**src/design/lecn_pkg.sv**
```systemverilog
// Shared types and codes for the capture leader election node.
// Used by lecn_front, lecn_back and leader_election_capture_node_top.
package lecn_pkg;

  localparam int ID_BITS   = 16;
  localparam int PORT_BITS = 8;
  localparam int LVL_BITS  = 8;
  localparam int MAX_PORTS = 255;

  // Incoming message opcodes.
  localparam logic [2:0] OP_START   = 3'd0;
  localparam logic [2:0] OP_CAPTURE = 3'd1;
  localparam logic [2:0] OP_ACCEPT  = 3'd2;
  localparam logic [2:0] OP_HELP    = 3'd3;
  localparam logic [2:0] OP_DEFEAT  = 3'd4;

  // Classified commands handed from the front to the back.
  localparam logic [2:0] CMD_NOP     = 3'd0;
  localparam logic [2:0] CMD_START   = 3'd1;
  localparam logic [2:0] CMD_CAPTURE = 3'd2;
  localparam logic [2:0] CMD_ACCEPT  = 3'd3;
  localparam logic [2:0] CMD_HELP    = 3'd4;
  localparam logic [2:0] CMD_DEFEAT  = 3'd5;

  // Outgoing message kinds.
  localparam logic [2:0] KIND_ACCEPT  = 3'd0;
  localparam logic [2:0] KIND_HELP    = 3'd1;
  localparam logic [2:0] KIND_VICTORY = 3'd2;
  localparam logic [2:0] KIND_DEFEAT  = 3'd3;
  localparam logic [2:0] KIND_CAPTURE = 3'd4;

  // Node modes.
  localparam logic [1:0] MODE_PASSIVE   = 2'd0;
  localparam logic [1:0] MODE_CAPTURED  = 2'd1;
  localparam logic [1:0] MODE_CANDIDATE = 2'd2;

  // Configuration register indexes.
  localparam logic REG_NODE_ID         = 1'b0;
  localparam logic REG_NEIGHBOUR_COUNT = 1'b1;

  localparam int CMD_Q_DEPTH = 4;
  localparam int CMD_Q_AW    = 2;
  localparam int OUT_Q_DEPTH = 2;

  typedef struct packed {
    logic [2:0]           kind;
    logic [PORT_BITS-1:0] arrival_port;
    logic [LVL_BITS-1:0]  cand_level;
    logic [ID_BITS-1:0]   cand_id;
    logic [PORT_BITS-1:0] relay_port;
  } cmd_t;

  typedef struct packed {
    logic                 send_valid;
    logic [PORT_BITS-1:0] send_port;
    logic [2:0]           send_kind;
    logic [LVL_BITS-1:0]  send_level;
    logic [ID_BITS-1:0]   send_id;
    logic [PORT_BITS-1:0] send_relay;
    logic [1:0]           node_mode;
    logic                 is_leader;
  } res_t;

  // Handshake between the command queue and the execution side.
  typedef struct packed {
    logic valid;
    cmd_t cmd;
  } cmd_chan_t;

endpackage

```
**src/design/lecn_front.sv**
```systemverilog
// Front end: accepts requests, classifies the opcode and queues the command.
// Depends on lecn_pkg.
module lecn_front import lecn_pkg::*; (
  input  logic                 clk,
  input  logic                 rst_n,
  input  logic                 in_push,
  output logic                 in_full,
  input  logic [2:0]           in_opcode,
  input  logic [PORT_BITS-1:0] in_arrival_port,
  input  logic [LVL_BITS-1:0]  in_cand_level,
  input  logic [ID_BITS-1:0]   in_cand_id,
  input  logic [PORT_BITS-1:0] in_relay_port,
  output cmd_chan_t            cmd_out,
  input  logic                 cmd_pop
);

  cmd_t                q_mem_r [CMD_Q_DEPTH];
  logic [CMD_Q_AW-1:0] wr_ptr_r, wr_ptr_nxt;
  logic [CMD_Q_AW-1:0] rd_ptr_r, rd_ptr_nxt;
  logic [CMD_Q_AW:0]   cnt_r, cnt_nxt;
  logic                push_ok;
  cmd_t                cmd_dec;

  always_comb begin
    cmd_dec.arrival_port = in_arrival_port;
    cmd_dec.cand_level   = in_cand_level;
    cmd_dec.cand_id      = in_cand_id;
    cmd_dec.relay_port   = in_relay_port;
    case (in_opcode)
      OP_START:   cmd_dec.kind = CMD_START;
      OP_CAPTURE: cmd_dec.kind = CMD_CAPTURE;
      OP_ACCEPT:  cmd_dec.kind = CMD_ACCEPT;
      OP_HELP:    cmd_dec.kind = CMD_HELP;
      OP_DEFEAT:  cmd_dec.kind = CMD_DEFEAT;
      default:    cmd_dec.kind = CMD_NOP;
    endcase
  end

  assign in_full = (cnt_r == (CMD_Q_AW+1)'(CMD_Q_DEPTH));
  assign push_ok = in_push && !in_full;

  assign cmd_out.valid = (cnt_r != '0);
  assign cmd_out.cmd   = q_mem_r[rd_ptr_r];

  always_comb begin
    wr_ptr_nxt = push_ok ? wr_ptr_r + 1'b1 : wr_ptr_r;
    rd_ptr_nxt = cmd_pop ? rd_ptr_r + 1'b1 : rd_ptr_r;
    cnt_nxt    = cnt_r + (CMD_Q_AW+1)'(push_ok) - (CMD_Q_AW+1)'(cmd_pop);
  end

  always_ff @(posedge clk) begin
    if (!rst_n) begin
      wr_ptr_r <= '0;
      rd_ptr_r <= '0;
      cnt_r    <= '0;
    end else begin
      wr_ptr_r <= wr_ptr_nxt;
      rd_ptr_r <= rd_ptr_nxt;
      cnt_r    <= cnt_nxt;
    end
  end

  always_ff @(posedge clk) begin
    if (push_ok) begin
      q_mem_r[wr_ptr_r] <= cmd_dec;
    end
  end

  a_cnt_bound: assert property (@(posedge clk) disable iff (!rst_n)
    cnt_r <= (CMD_Q_AW+1)'(CMD_Q_DEPTH))
    else $error("command queue count overflow");

  a_pop_valid: assert property (@(posedge clk) disable iff (!rst_n)
    cmd_pop |-> cnt_r != '0)
    else $error("command popped from empty queue");

  a_ptr_gap: assert property (@(posedge clk) disable iff (!rst_n)
    wr_ptr_r == rd_ptr_r + cnt_r[CMD_Q_AW-1:0])
    else $error("command queue pointers disagree with count");

endmodule

```
**src/design/lecn_back.sv**
```systemverilog
// Back end: node state, configuration registers, message execution and
// the result queue. Depends on lecn_pkg.
module lecn_back import lecn_pkg::*; (
  input  logic                 clk,
  input  logic                 rst_n,
  input  logic                 cfg_we,
  input  logic                 cfg_index,
  input  logic [ID_BITS-1:0]   cfg_wdata,
  input  cmd_chan_t            cmd_in,
  output logic                 cmd_pop,
  output logic                 out_empty,
  input  logic                 out_pop,
  output res_t                 res_out
);

  logic [ID_BITS-1:0]   node_id_r;
  logic [PORT_BITS-1:0] nbr_cnt_r;

  logic [1:0]           mode_r, mode_nxt;
  logic [LVL_BITS-1:0]  level_r, level_nxt;
  logic [PORT_BITS-1:0] parent_port_r, parent_port_nxt;
  logic                 leader_r, leader_nxt;

  res_t                 oq_mem_r [OUT_Q_DEPTH];
  logic                 oq_wr_r, oq_rd_r;
  logic [1:0]           oq_cnt_r, oq_cnt_nxt;
  logic                 oq_pop_ok;

  logic [PORT_BITS-1:0] ports;
  logic [LVL_BITS-1:0]  lvl_inc;
  logic                 stronger, weaker;
  cmd_t                 cmd;
  res_t                 res;

  assign cmd       = cmd_in.cmd;
  assign out_empty = (oq_cnt_r == '0);
  assign oq_pop_ok = out_pop && !out_empty;
  // A command executes when the result queue has a free slot this cycle.
  assign cmd_pop   = cmd_in.valid && ((oq_cnt_r != 2'(OUT_Q_DEPTH)) || oq_pop_ok);
  assign res_out   = oq_mem_r[oq_rd_r];

  assign ports = (nbr_cnt_r > PORT_BITS'(MAX_PORTS)) ? PORT_BITS'(MAX_PORTS) : nbr_cnt_r;
  assign lvl_inc = level_r + 1'b1;
  assign stronger = (cmd.cand_level > level_r) ||
                    ((cmd.cand_level == level_r) && (cmd.cand_id > node_id_r));
  assign weaker   = (cmd.cand_level < level_r) ||
                    ((cmd.cand_level == level_r) && (cmd.cand_id < node_id_r));

  always_comb begin
    mode_nxt        = mode_r;
    level_nxt       = level_r;
    parent_port_nxt = parent_port_r;
    leader_nxt      = leader_r;
    res             = '0;
    case (cmd.kind)
      CMD_START: begin
        mode_nxt        = MODE_CANDIDATE;
        level_nxt       = '0;
        parent_port_nxt = '0;
        leader_nxt      = 1'b0;
        res.send_valid  = 1'b1;
        res.send_kind   = KIND_CAPTURE;
        res.send_id     = node_id_r;
      end
      CMD_CAPTURE: begin
        if (mode_r != MODE_CAPTURED && stronger) begin
          mode_nxt        = MODE_CAPTURED;
          parent_port_nxt = cmd.arrival_port;
          leader_nxt      = 1'b0;
          res.send_valid  = 1'b1;
          res.send_port   = cmd.arrival_port;
          res.send_kind   = KIND_ACCEPT;
        end else if (mode_r == MODE_CAPTURED) begin
          res.send_valid = 1'b1;
          res.send_port  = parent_port_r;
          res.send_kind  = KIND_HELP;
          res.send_level = cmd.cand_level;
          res.send_id    = cmd.cand_id;
          res.send_relay = cmd.arrival_port;
        end
      end
      CMD_ACCEPT: begin
        if (mode_r == MODE_CANDIDATE && level_r < ports) begin
          level_nxt = lvl_inc;
          if (lvl_inc == ports) begin
            leader_nxt = 1'b1;
          end else begin
            res.send_valid = 1'b1;
            res.send_port  = lvl_inc;
            res.send_kind  = KIND_CAPTURE;
            res.send_level = lvl_inc;
            res.send_id    = node_id_r;
          end
        end
      end
      CMD_HELP: begin
        res.send_valid = 1'b1;
        res.send_port  = cmd.arrival_port;
        if (weaker) begin
          res.send_kind = KIND_VICTORY;
        end else begin
          if (mode_r == MODE_CANDIDATE) begin
            mode_nxt = MODE_PASSIVE;
          end
          res.send_kind  = KIND_DEFEAT;
          res.send_id    = cmd.cand_id;
          res.send_relay = cmd.relay_port;
        end
      end
      CMD_DEFEAT: begin
        parent_port_nxt = cmd.relay_port;
        res.send_valid  = 1'b1;
        res.send_port   = cmd.relay_port;
        res.send_kind   = KIND_ACCEPT;
      end
      default: begin
      end
    endcase
    res.node_mode = mode_nxt;
    res.is_leader = leader_nxt;
  end

  always_comb begin
    oq_cnt_nxt = oq_cnt_r + 2'(cmd_pop) - 2'(oq_pop_ok);
  end

  always_ff @(posedge clk) begin
    if (!rst_n) begin
      node_id_r     <= '0;
      nbr_cnt_r     <= PORT_BITS'(1);
      mode_r        <= MODE_CANDIDATE;
      level_r       <= '0;
      parent_port_r <= '0;
      leader_r      <= 1'b0;
      oq_wr_r       <= 1'b0;
      oq_rd_r       <= 1'b0;
      oq_cnt_r      <= '0;
    end else begin
      if (cfg_we) begin
        case (cfg_index)
          REG_NODE_ID:         node_id_r <= cfg_wdata;
          REG_NEIGHBOUR_COUNT: nbr_cnt_r <= cfg_wdata[PORT_BITS-1:0];
          default: begin
          end
        endcase
      end
      if (cmd_pop) begin
        mode_r        <= mode_nxt;
        level_r       <= level_nxt;
        parent_port_r <= parent_port_nxt;
        leader_r      <= leader_nxt;
        oq_wr_r       <= ~oq_wr_r;
      end
      if (oq_pop_ok) begin
        oq_rd_r <= ~oq_rd_r;
      end
      oq_cnt_r <= oq_cnt_nxt;
    end
  end

  always_ff @(posedge clk) begin
    if (cmd_pop) begin
      oq_mem_r[oq_wr_r] <= res;
    end
  end

  a_oq_bound: assert property (@(posedge clk) disable iff (!rst_n)
    oq_cnt_r <= 2'(OUT_Q_DEPTH))
    else $error("result queue count overflow");

  a_start_clears: assert property (@(posedge clk) disable iff (!rst_n)
    cmd_pop && cmd.kind == CMD_START |=>
      level_r == '0 && mode_r == MODE_CANDIDATE && !leader_r)
    else $error("start did not return the node to its initial state");

  a_status_match: assert property (@(posedge clk) disable iff (!rst_n)
    cmd_pop |=> oq_mem_r[$past(oq_wr_r)].node_mode == mode_r &&
                oq_mem_r[$past(oq_wr_r)].is_leader == leader_r)
    else $error("queued status differs from node state");

  a_accept_level: assert property (@(posedge clk) disable iff (!rst_n)
    cmd_pop && cmd.kind == CMD_ACCEPT && mode_r == MODE_CANDIDATE && level_r < ports
      |=> level_r == $past(level_r) + 1'b1)
    else $error("accepted capture did not raise the level");

endmodule

```
**src/design/leader_election_capture_node_top.sv**
```systemverilog
// A request is stored in the command queue, then executed into the result queue.
// Throughput: one request per cycle while the result queue has room or is popped; a
// 4-entry command queue and a 2-entry result queue let input and output stall
// independently. The execute step (compare, increment, state update) sets the rate.
// Reset (synchronous, rst_n low) empties both queues, returns the node to
// candidate at level 0 and sets node_id to 0 and neighbour_count to 1.
module leader_election_capture_node_top import lecn_pkg::*; (
  input  logic                 clk,
  input  logic                 rst_n,
  input  logic                 cfg_we,
  input  logic                 cfg_index,
  input  logic [ID_BITS-1:0]   cfg_wdata,
  input  logic                 push,
  output logic                 full,
  input  logic [2:0]           in_opcode,
  input  logic [PORT_BITS-1:0] in_arrival_port,
  input  logic [LVL_BITS-1:0]  in_cand_level,
  input  logic [ID_BITS-1:0]   in_cand_id,
  input  logic [PORT_BITS-1:0] in_relay_port,
  output logic                 empty,
  input  logic                 pop,
  output logic                 out_send_valid,
  output logic [PORT_BITS-1:0] out_send_port,
  output logic [2:0]           out_send_kind,
  output logic [LVL_BITS-1:0]  out_send_level,
  output logic [ID_BITS-1:0]   out_send_id,
  output logic [PORT_BITS-1:0] out_send_relay,
  output logic [1:0]           out_node_mode,
  output logic                 out_is_leader
);

  cmd_chan_t cmd_chan;
  logic      cmd_pop;
  res_t      res;

  lecn_front u_front (
    .clk             (clk),
    .rst_n           (rst_n),
    .in_push         (push),
    .in_full         (full),
    .in_opcode       (in_opcode),
    .in_arrival_port (in_arrival_port),
    .in_cand_level   (in_cand_level),
    .in_cand_id      (in_cand_id),
    .in_relay_port   (in_relay_port),
    .cmd_out         (cmd_chan),
    .cmd_pop         (cmd_pop)
  );

  lecn_back u_back (
    .clk       (clk),
    .rst_n     (rst_n),
    .cfg_we    (cfg_we),
    .cfg_index (cfg_index),
    .cfg_wdata (cfg_wdata),
    .cmd_in    (cmd_chan),
    .cmd_pop   (cmd_pop),
    .out_empty (empty),
    .out_pop   (pop),
    .res_out   (res)
  );

  assign out_send_valid = res.send_valid;
  assign out_send_port  = res.send_port;
  assign out_send_kind  = res.send_kind;
  assign out_send_level = res.send_level;
  assign out_send_id    = res.send_id;
  assign out_send_relay = res.send_relay;
  assign out_node_mode  = res.node_mode;
  assign out_is_leader  = res.is_leader;

endmodule
```
**config.mk**
```make
export PLATFORM = sky130hd
export DESIGN_NAME = leader_election_capture_node_top
export DESIGN_NICKNAME = d
export VERILOG_FILES = /design/src/design/lecn_pkg.sv /design/src/design/lecn_front.sv /design/src/design/lecn_back.sv /design/src/design/leader_election_capture_node_top.sv
export SDC_FILE = /design/constraint.sdc
export NUM_CORES = 1
export LEC_CHECK = 0
export BUFFER_PORTS_ARGS = -buffer_cell sky130_fd_sc_hd__buf_2
export CORE_MARGIN = 4
export CORE_UTILIZATION = 25
export CTS_BUF_LIST = sky130_fd_sc_hd__clkbuf_4
export DETAILED_ROUTE_END_ITERATION = 7
export GPL_ROUTABILITY_DRIVEN = 0
export PLACE_DENSITY = 0.42
export SYNTH_ARGS = -nofsm -noshare
export SYNTH_HDL_FRONTEND = slang
export SYNTH_SLANG_ARGS = --single-unit
```
**constraint.sdc**
```tcl
create_clock -name clk -period 10.6 [get_ports clk]
set_input_delay 2.12 -clock clk [delete_from_list [all_inputs] [get_ports clk]]
set_output_delay 2.12 -clock clk [all_outputs]
set_load 0.005 [all_outputs]
```
==> run metrics, run 1 <==
fillers=5481; largest cells by area after synthesis=edfxtp_1 58%, dfxtp_1 8.3%, mux4_2 7.0%; met3 Usage GRT=0.03256; Worst Path Required=11.18 ns; largest net degree at the start of global routing=49; syn avg cell area=roughly 15 um^2; GRT Max-Usage Layer=met2; via count=8209; # rows=85; num ports=114; Final ANT Viol Nets=0; Routed WL=35640 um; Global Route Usage Sum=0.1198; type of origin of the critical path=register; syn nets=1011; met1 usage=0.1511; final max-slew violation count=0; flop-to-flop setup slack=5.63 ns; WHS=0.4746 ns; Multi-input gate area=about 0.0043 mm^2; initial core utilization=0.2543; Detail Placement HPWL=approximately 24000 um; ys async rst share=0; WL per Instance=19.39 um; WHS Path Cells=2; Post-CTS Setup Inserts=0; status=complete, no violations; H-tree depth=3; Main synth FF type=edfxtp_1; Clock Tree Buf Depth=3; Die X=242.9 um; core region area=0.05424 mm^2; setup TNS=0 ns; detailed-router iteration count before antenna repair=5; initial antenna violation count=10; DR iter-0 viols=403; Ys Warns=0; DRC Markers=0; fmax=201.4 MHz; number of synthesized flops with an enable pin=266; root buffer cell=clkbuf_4; Clock Skews=between 0.05 and 0.06 ns; commonest cells after routing, fill and taps aside=266 x edfxtp_1, 125 x clkbuf_4, 113 x buf_2; synthesized cell area=0.01379 mm^2; grt met2 use=0.1987; commonest non-fill, non-tap cell in the layout=edfxtp_1; Fin. Hold Viols=0; pwr/cell area=266.0 mW/mm^2; Final Critical Period=between 4 and 5 ns; critical path arrival=~5.6 ns; worst slew pin tran=around 1.1 ns; Crit Path Max Fanout=18; CTS Hold Bufs=0; post-synthesis sequential area ratio=0.6619; Skew-Pair Late Insertion Delay=around 0.76 ns; CTS tree=built; layout cells sized above 1=0.3243; Num CTS Buffers=between 80 and 90; reg2reg path depth=9; Crit Path Class=register to register; first-pass GRT wire length=53850 um; Yosys reg bits=323; vias in the first global route=8575; Max-Cap Viols=0; HP Start=u_back.nbr_cnt_r[0]; DIE AREA=0.05898 mm^2; leak pwr=5.724 nW; vias per cell=4.466; post-synth top area share=0.5792; maximum VDD drop=0.0001085 V; total congestion overflow=0; CTS Sinks=roughly 320; CTS clock-pin slew for the worst setup and hold paths=0.07 ns; Synth area leader=edfxtp_1; period utilization=0.4684; PortBufs=113; Setup violations, final=0; Distinct cells, synth=63; Worst Hold Class=register to register; FF/Latch Area=0.009133 mm^2; Total Nets Final=between 1k and 1.5k; RSZ-0062 raised after global routing=no; area grow syn2layout=17.58%; Setup crit end kind=register; chip height=242.9 um; slew margin rel.=0.2817; Mapped Cells=904; post-CTS resize count=0
critical path, cell delays in order, from the launching register on:
cell and delay (ns):
dfxtp_2 0.73, mux4_2 0.61, ha_1 0.40, nand4_1 0.21
nor3_1 0.59, a21boi_0 0.69, nor4_4 0.13, and3b_1 0.47
or2_1 0.69, a22o_1 0.27
layer usage:
layer	wire, um	share of wire	vias up
li1	-	-	3860
met1	15540	0.44	4086
met2	17520	0.49	179
met3	1754	0.049	70
met4	745	0.021	14
met5	89	0.0025	-
state kept, by name (all words and copies together), names as in the netlist, named ones only:
signal	count
u_back.mode_r	2
u_back.nbr_cnt_r	8
u_back.level_r	8
u_back.parent_port_r	8
u_front.q_mem_r	172
u_front.cnt_r	3
u_back.node_id_r	16
u_front.rd_ptr_r	2
u_back.oq_mem_r	94
u_back.oq_cnt_r	2
u_back.oq_rd_r	1
u_front.wr_ptr_r	2
u_back.leader_r	1
u_back.oq_wr_r	1
report_power, final:
part | total [W] | switching, W | internal [W]
sequential | 0.00184 | 0.000103 | 0.00174
clock | 0.00106 | 0.000497 | 0.000565
combinational | 0.00141 | 0.000837 | 0.000571
logic make-up (layout without fill, tap and decap cells):
group | after synthesis | in the layout | synth area share
AOI/OAI and AO/OA | 130 | 130 | 0.06886
xor gates and xnor gates | 22 | 22 | 0.01896
adders and majority gates | 42 | 42 | 0.03865
buffers and inverters | 84 | 318 | 0.02558
DFF | 323 | 323 | 0.6619
muxes | 93 | 93 | 0.1108
other | 0 | 4 | 0
and+or+nand+nor | 210 | 210 | 0.07522
final timing paths:
kind                                          endpoint
worst min register to register     u_back.nbr_cnt_r[0]
worst min-delay path               u_back.nbr_cnt_r[0]
worst max-delay path            u_back.oq_mem_r[1][14]
worst max register to register  u_back.oq_mem_r[1][14]
metrics by stage:
stage | util | power [W] | instances | worst slack, ns | instance area (um^2)
global route | 0.2989 | 0.004633 | 1837 | 5.293 | 16210
detailed placement | 0.2789 | 0.003326 | 1681 | 5.383 | 15130
CTS | 0.2988 | 0.004417 | 1834 | 5.406 | 16210
floorplan | - | 0.002780 | 904 | 5.766 | 13790
finish | 0.2990 | 0.004314 | 1838 | 5.635 | 16220
global placement | 0.2789 | 0.003322 | 1681 | 5.452 | 15130
Yosys cell counts, types with 2 or more instances:
library cell	instances
nor4_1	2
nand2b_1	6
a32oi_1	2
nor2b_1	11
nand3_1	22
o21a_1	3
a21oi_1	23
xnor2_1	15
o22ai_1	2
a22o_1	18
a21o_1	3
buf_6	3
clkbuf_1	35
and4_4	2
nand4_1	13
nor3_1	3
mux2_2	47
xnor3_1	5
o221ai_1	6
buf_2	3
dfxtp_1	57
mux4_2	43
mux2i_1	3
and3b_1	2
o211ai_1	5
a222oi_1	7
and2_1	13
ha_1	41
o211a_1	7
nor2_1	27
a21boi_0	16
o31ai_1	3
edfxtp_1	266
o21ai_0	25
inv_1	39
xor2_1	2
a31o_2	2
and3_1	4
nand2_1	94
cell type report:
class | instances | share of cell area
sequential | 323 | 0.5632
inverter | 41 | 0.009491
multi-input combinational | 497 | 0.2666
clock inverter | 28 | 0.008565
timing repair buffer | 124 | 0.03997
antenna | 4 | 0.0006173
clock buffer | 125 | 0.05787
tap | 696 | 0.05370
Power figures use the tool's default switching activity.
==> inputs of run 2 (changes only) <==
--- a/config.mk
+++ b/config.mk
@@ -5,13 +5,14 @@
 export SDC_FILE = /design/constraint.sdc
 export NUM_CORES = 1
 export LEC_CHECK = 0
+export ABC_AREA = 1
 export BUFFER_PORTS_ARGS = -buffer_cell sky130_fd_sc_hd__buf_2
 export CORE_MARGIN = 4
 export CORE_UTILIZATION = 25
 export CTS_BUF_LIST = sky130_fd_sc_hd__clkbuf_4
 export DETAILED_ROUTE_END_ITERATION = 7
 export GPL_ROUTABILITY_DRIVEN = 0
-export PLACE_DENSITY = 0.42
+export PLACE_DENSITY = 0.43
 export SYNTH_ARGS = -nofsm -noshare
 export SYNTH_HDL_FRONTEND = slang
 export SYNTH_SLANG_ARGS = --single-unit
==> constraint.sdc (replaced) <==
create_clock -name clk -period 4.4 [get_ports clk]
set_input_delay 0.88 -clock clk [delete_from_list [all_inputs] [get_ports clk]]
set_output_delay 0.88 -clock clk [all_outputs]
set_load 0.005 [all_outputs]
==> run 2 against run 1 <==
Against the previous run:
- power grew to 2.8 times the previous value
- clock skew fell by 0.0066 ns
- register-to-register slack worse by 4.6 ns
==> run metrics, run 2 <==
post-synthesis mux area share=0.03766 (-0.07311); initial core utilization=0.2536 (-0.0006774); status=complete, no violations; Clock Tree Buf Depth=3 (unchanged); chip height=245.1 um (+0.91%); DRC Markers=0 (unchanged); syn avg cell area=11.34 um^2 (-26%); Crit Path Class=register to primary output; Crit Path Max Fanout=34 (+16); type of origin of the critical path=register; Cells after DPL=2071 (+23%); Clock Skews=0.04357 ns (-0.006581 ns); worst-path cell chain=buf_4, mux2_2, buf_2; layout cells sized above 1=0.2414 (-0.08287); largest cells by area after synthesis=edfxtp_1 57%, dfxtp_1 8.1%, nand2_1 6.1%; detailed-router iteration count before antenna repair=5 (unchanged); Top Registers=u_front.q_mem_r x172, u_back.oq_mem_r x94, u_back.node_id_r x16; Compound-Gate Fraction of Synth Area=0.09349 (+0.02463); largest register by flop count=u_front.q_mem_r; PortBufs=113 (unchanged); post-synthesis sequential area ratio=0.6496 (-0.01232); Distinct cells, synth=46 (-27%); Worst Path Required=3.52 ns (-7.66 ns); Total Nets Final=1519 (+29%); post-CTS resize count=0 (unchanged); Detail Placement HPWL=25920 um (+6.1%); Reg power frac=0.382 (-0.046); Skew-Pair Late Insertion Delay=0.79 ns (+0.03 ns); syn nets=1346 (+33%); commonest non-fill, non-tap cell in the layout=edfxtp_1; setup TNS=0 ns (unchanged); fmax=around 300 MHz; H-tree depth=3 (unchanged); Worst Hold Class=primary input to register; num ports=114 (unchanged); Die X=245.1 um (+0.91%); WP buf/inv=2 (+2); CTS tree=built; CTS clock-pin slew for the worst setup and hold paths=0.07 ns (about the same); main combinational cell family by area after synthesis=simple AND/OR/NAND/NOR gates; Main synth FF type=edfxtp_1; core region area=0.05542 mm^2 (+2.2%); critical path's top delay family=buffers and inverters; Final ANT Viol Nets=0 (unchanged); initial antenna violation count=11 (+1); critical path arrival=2.50 ns (-3.05 ns); period utilization=0.7690; FF/Latch Area=0.009131 mm^2 (about the same); slew margin rel.=0.2816 (about the same); fin area=0.01666 mm^2 (+2.7%); Routed WL=38100 um (+6.9%); Switching Fraction=0.3895 (+0.05648); pwr/cell area=714.0 mW/mm^2 (+170%); area grow syn2layout=18.54%; CTS Sinks=323 (unchanged); ys async rst share=0 (unchanged); Area after DPL=0.01552 mm^2 (+2.6%); final max-slew violation count=0 (unchanged); commonest cells after routing, fill and taps aside=266 x edfxtp_1, 230 x nand2_1, 133 x clkbuf_4; Crit path largest cell delay=0.57 ns (-0.16 ns); number of synthesized flops with an enable pin=266 (unchanged); RSZ-0062 raised after global routing=no; Fin. Hold Viols=0 (unchanged); Final Critical Period=3.384 ns; top cells by instance count after synthesis=266 x edfxtp_1, 230 x nand2_1, 105 x nor2_1; Num CTS Buffers=87 (+6.1%); WL per Instance=17.07 um (-12%); WHS=0.3348 ns (-0.1398 ns); CTS Hold Bufs=0 (unchanged); vias per cell=4.329 (-3.1%); HP Start=in_cand_id[2]; largest net degree at the start of global routing=95 (+94%); # rows=86 (+1.2%); DR iter-0 viols=473 (+17%); Multi-input gate area=0.004300 mm^2 (-0.52%); Setup violations, final=0 (unchanged); vias in the first global route=9500 (+11%); slowest stage cell, crit path=dfxtp_2; Yosys reg bits=323 (unchanged); synthesized cell area=0.01405 mm^2 (+1.9%); maximum VDD drop=0.0002360 V (+120%); fillers=5693 (+3.9%); DIE AREA=0.06007 mm^2 (+1.8%); max reg flops=172 (unchanged); post-synth top area share=0.5684 (-0.01078); Pwr Total=0.01189 W (+180%); first-pass GRT wire length=57800 um (+7.3%); Psw=0.004632 W (+220%); clock share of power=0.223 (-0.023); leak pwr=6.469 nW (+13%); Global Route Usage Sum=0.1262 (+0.006470); Synth area leader=edfxtp_1; Mapped Cells=1239 (+37%); Post-CTS Setup Inserts=0 (unchanged); adder-cell share of the synthesized area=0.03793 (-0.0007192); Pint=0.007261 W (+150%); simple-gate share of the synthesized area=0.1307 (+0.05550); xor/xnor cell area share of the yosys netlist=0.003027 (-0.01593); most frequent cell after synthesis=edfxtp_1; Max-Cap Viols=0 (unchanged); Setup crit end kind=primary output; Comb power frac=0.395 (+0.069); worst slew pin tran=1.070 ns (+0.002154 ns); Ys Warns=0 (unchanged); total congestion overflow=0 (unchanged); non-filler cells in the finished layout=2232 (+21%); via count=9663 (+18%); root buffer cell=clkbuf_4
## run 2: per-stage QoR
step,setup WS (ns),util
3_3_place_gp,1.001,0.2802
6_report,1.016,0.3006
5_1_grt,0.6095,0.3004
2_1_floorplan,0.7886,-
3_5_place_dp,0.9071,0.2802
4_1_cts,0.8323,0.3004
## run 2: metal layers
layer  global-route usage  part of all wire  vias up
li1                     -                 -     4760
met1               0.1660              0.46     4627
met2               0.1971              0.46      195
met3              0.03594             0.054       73
met4              0.04950             0.024        8
met5                    0            0.0012        -
## run 2: worst paths after layout
kind	end	depth (start not counted)	slack, ns
min	u_front.q_mem_r[2][10]	1	0.33
max	out_send_id[1]	3	1.02
min reg2reg	register	1	0.46
max reg2reg	u_back.oq_mem_r[1][23]	16	1.02
## run 2: area by class of cell
cell class              instances  share of cell area
diodes                          5           0.0007511
repair buffers                132             0.04402
clock buffers                 133             0.05994
inverters                     113             0.02546
clock inverters                23            0.007286
multi-input cells             755              0.2582
flip-flops and latches        323              0.5482
well taps                     748             0.05619
## run 2: logic make-up after synthesis
group / count (synthesis)
xor gates and xnor gates: 4
DFF: 323
muxes: 47
buffers and inverters: 161
adders and majority gates: 42
and+or+nand+nor: 424
AOI/OAI and AO/OA: 238
## run 2: power by group through the flow
stage / Combinational [W] / Sequential [W] / Clock (W)
after floorplan: 0.00310 / 0.00454 / 0
after global placement: 0.00476 / 0.00460 / 0
after detailed placement: 0.00478 / 0.00461 / 0
after CTS: 0.00480 / 0.00455 / 0.00279
after global routing: 0.00530 / 0.00461 / 0.00296
final: 0.00470 / 0.00454 / 0.00265
==> inputs of run 3 (changes only) <==
--- a/config.mk
+++ b/config.mk
@@ -5,7 +5,7 @@
 export SDC_FILE = /design/constraint.sdc
 export NUM_CORES = 1
 export LEC_CHECK = 0
-export ABC_AREA = 1
+export ABC_AREA = 0
 export BUFFER_PORTS_ARGS = -buffer_cell sky130_fd_sc_hd__buf_2
 export CORE_MARGIN = 4
 export CORE_UTILIZATION = 25
==> constraint.sdc (replaced) <==
create_clock -name clk -period 2.8 [get_ports clk]
set_input_delay 0.56 -clock clk [delete_from_list [all_inputs] [get_ports clk]]
set_output_delay 0.56 -clock clk [all_outputs]
set_load 0.005 [all_outputs]
==> run 3 against run 2 <==
Against the previous run:
- the flow now finishes with violations (setup timing)
- combinational power rose by 42%
- clock power grew 52%
- via count down 10%
- non-clock buffer count grew 123
- core utilization is 2.7 points higher
- register-to-register slack worse by 1.5 ns
- worst hold slack got worse by 0.23 ns
- global-route usage down 0.47 points
- sequential cell count unchanged
- sequential share of layout area fell by 3.4 points
- die area shrank 1.8%
- first-iteration DRC count decreased by 1.3%
- critical path type is now register to register
- critical endpoint is now u_back.oq_mem_r[0][11]
- largest power group is now registers
- highest routed layer is now met4
==> run metrics, run 3 (synthesized netlist as in run 1, its figures left out) <==
detailed-router iteration count before antenna repair=6 (+1); RR Endpoint=u_back.oq_mem_r[0][11]; RSZ-0062 raised after global routing=yes; Worst Slack Setup Final=-0.5109 ns (-1.527 ns); max reg flops=172 (unchanged); Crit Path Class=register to register; vias in the first global route=9272 (-2.4%); area grow syn2layout=28.94%; Die X=242.9 um (-0.91%); final max-slew violation count=0 (unchanged); DR iter-0 viols=467 (-1.3%); fillers=5443 (-4.4%); CP dominant cell by count=buf_12; worst-path cell chain=buf_12, mux4_2, ha_4, and4_4, nand2_4, a211o_1, nor4_4, and3b_1, or2_1, buf_12, a22o_1; Detail Placement HPWL=25090 um (-3.2%); Fin. Hold Viols=0 (unchanged); PortBufs=113 (unchanged); Setup crit end kind=register; non-filler cells in the finished layout=1966 (-12%); commonest non-fill, non-tap cell in the layout=edfxtp_1; H-tree depth=3 (unchanged); Total Nets Final=1310 (-14%); commonest cells after routing, fill and taps aside=266 x edfxtp_1, 123 x clkbuf_4, 113 x buf_2; root buffer cell=clkbuf_4; failing checks=setup timing; DRC Markers=0 (unchanged); Setup violations, final=85 (+85); initial core utilization=0.2543 (+0.0006774); maximum VDD drop=0.0005605 V (+140%); worst slew pin tran=0.7486 ns (-0.3219 ns); period utilization=1.182; worst setup path endpoint=u_back.oq_mem_r[0][11]; largest register by flop count=u_front.q_mem_r; vias per cell=4.416 (+2.0%); first-pass GRT wire length=54880 um (-5.1%); total congestion overflow=0 (unchanged); flop-to-flop setup slack=-0.51 ns (-1.53 ns); layout cells sized above 1=0.3841 (+0.1427); largest net degree at the start of global routing=49 (-48%); Final Critical Period=3.311 ns; Routed WL=36040 um (-5.4%); Clock Tree Buf Depth=3 (unchanged); Max-Cap Viols=0 (unchanged); slew margin rel.=0.5009 (+0.2194); slowest stage cell, crit path=mux4_2; # rows=85 (-1.2%); initial antenna violation count=2 (-9); CTS tree=built; status=complete, but fails checks; CTS Sinks=323 (unchanged); Skew-Pair Late Insertion Delay=0.78 ns (about the same); Top Registers=u_front.q_mem_r x172, u_back.oq_mem_r x94, u_back.node_id_r x16; fmax=between 300 and 400 MHz; Clock Skews=0.05587 ns (+0.01230 ns); chip height=242.9 um (-0.91%); worst slack, placed=-0.5402 ns (-1.447 ns); Final ANT Viol Nets=0 (unchanged); WL per Instance=18.33 um (+7.4%); Worst Path Required=3.29 ns (-0.23 ns); critical path arrival=3.80 ns (+1.30 ns); Crit path largest cell delay=0.56 ns (about the same); Pwr Total=0.01760 W (+48%); Worst Hold Class=primary input to register; Cells after DPL=1757 (-15%); pwr/cell area=989.9 mW/mm^2 (+39%); reg2reg path depth=11 (-5); num ports=114 (unchanged); type of origin of the critical path=register; Crit Path Max Fanout=18 (-47%); core region area=0.05424 mm^2 (-2.1%); DIE AREA=0.05898 mm^2 (-1.8%); Global Route Usage Sum=0.1216 (-0.004651); Num CTS Buffers=85 (-2.3%); leak pwr=6.443 nW (-0.40%); CTS clock-pin slew for the worst setup and hold paths=0.07 ns (about the same); via count=8682 (-10%)
[run 3: routing by layer]
metal / vias to the layer above / GRT usage / routed length (um)
met1: 4316 / 0.1517 / 15910
met4: 0 / 0.04600 / 660
met2: 195 / 0.2057 / 17830
met3: 43 / 0.02814 / 1637
li1: 4128 / - / -
met5: - / 0 / 0
[run 3: layout make-up]
type / instances / area, um^2 / share of cell area
inverters: 41 / 153.9 / 0.008655
clock inverters: 29 / 145.1 / 0.008162
flip-flops and latches: 323 / 9135 / 0.5137
diodes: 2 / 5.005 / 0.0002815
well taps: 696 / 870.8 / 0.04897
multi-input cells: 497 / 4616 / 0.2596
clock buffers: 123 / 923.4 / 0.05193
repair buffers: 255 / 1933 / 0.1087
[run 3: per-stage QoR]
stage | util | instance area (um^2) | setup TNS [ns] | hold WS (ns)
CTS | 0.3251 | 17630 | -38.39 | 0.002331
global placement | 0.2936 | 15930 | -37.84 | 0.4596
global route | 0.3278 | 17780 | -44.40 | 0.04338
floorplan | - | 13940 | -36.20 | 0.4435
detailed placement | 0.2936 | 15930 | -40.72 | 0.4664
finish | 0.3278 | 17780 | -31.16 | 0.1016
[run 3: repair_timing]
| item | CTS | global route |
|---|---|---|
| resized for setup | 20 | 22 |
| hold buffers | 51 | 0 |
| pin swaps | 1 | 1 |
| buffers inserted | 0 | 4 |
| hold endpoints to repair | 171 | 0 |
| endpoints found under the setup margin | 101 | 109 |
[run 3: worst min-delay path by stage]
stage                          end  slack [ns]  cells after the start           startpoint
6_report       u_back.node_id_r[0]        0.10                      3         cfg_wdata[0]
3_3_place_gp   u_back.nbr_cnt_r[2]        0.46                      2  u_back.nbr_cnt_r[2]
5_1_grt        u_back.node_id_r[2]        0.04                      3         cfg_wdata[2]
4_1_cts        u_back.node_id_r[0]       0.002                      3         cfg_wdata[0]
2_1_floorplan  u_back.nbr_cnt_r[2]        0.44                      2  u_back.nbr_cnt_r[2]
3_5_place_dp   u_back.nbr_cnt_r[2]        0.47                      2  u_back.nbr_cnt_r[2]
[run 3: power by group]
group	switching (W)	internal, W	leakage [nW]
combinational	0.00355	0.00313	2.84
sequential	0.000308	0.00659	2.96
clock	0.00192	0.00212	0.642
[run 3: critical path: cells and delay by family (launching register included)]
family | cells | cell delay, ns
flops | 1 | 0.37
buf+inv | 2 | 0.32
mux | 1 | 0.56
simple gates | 5 | 0.99
fa+ha+maj | 1 | 0.30
compound gates | 2 | 0.48
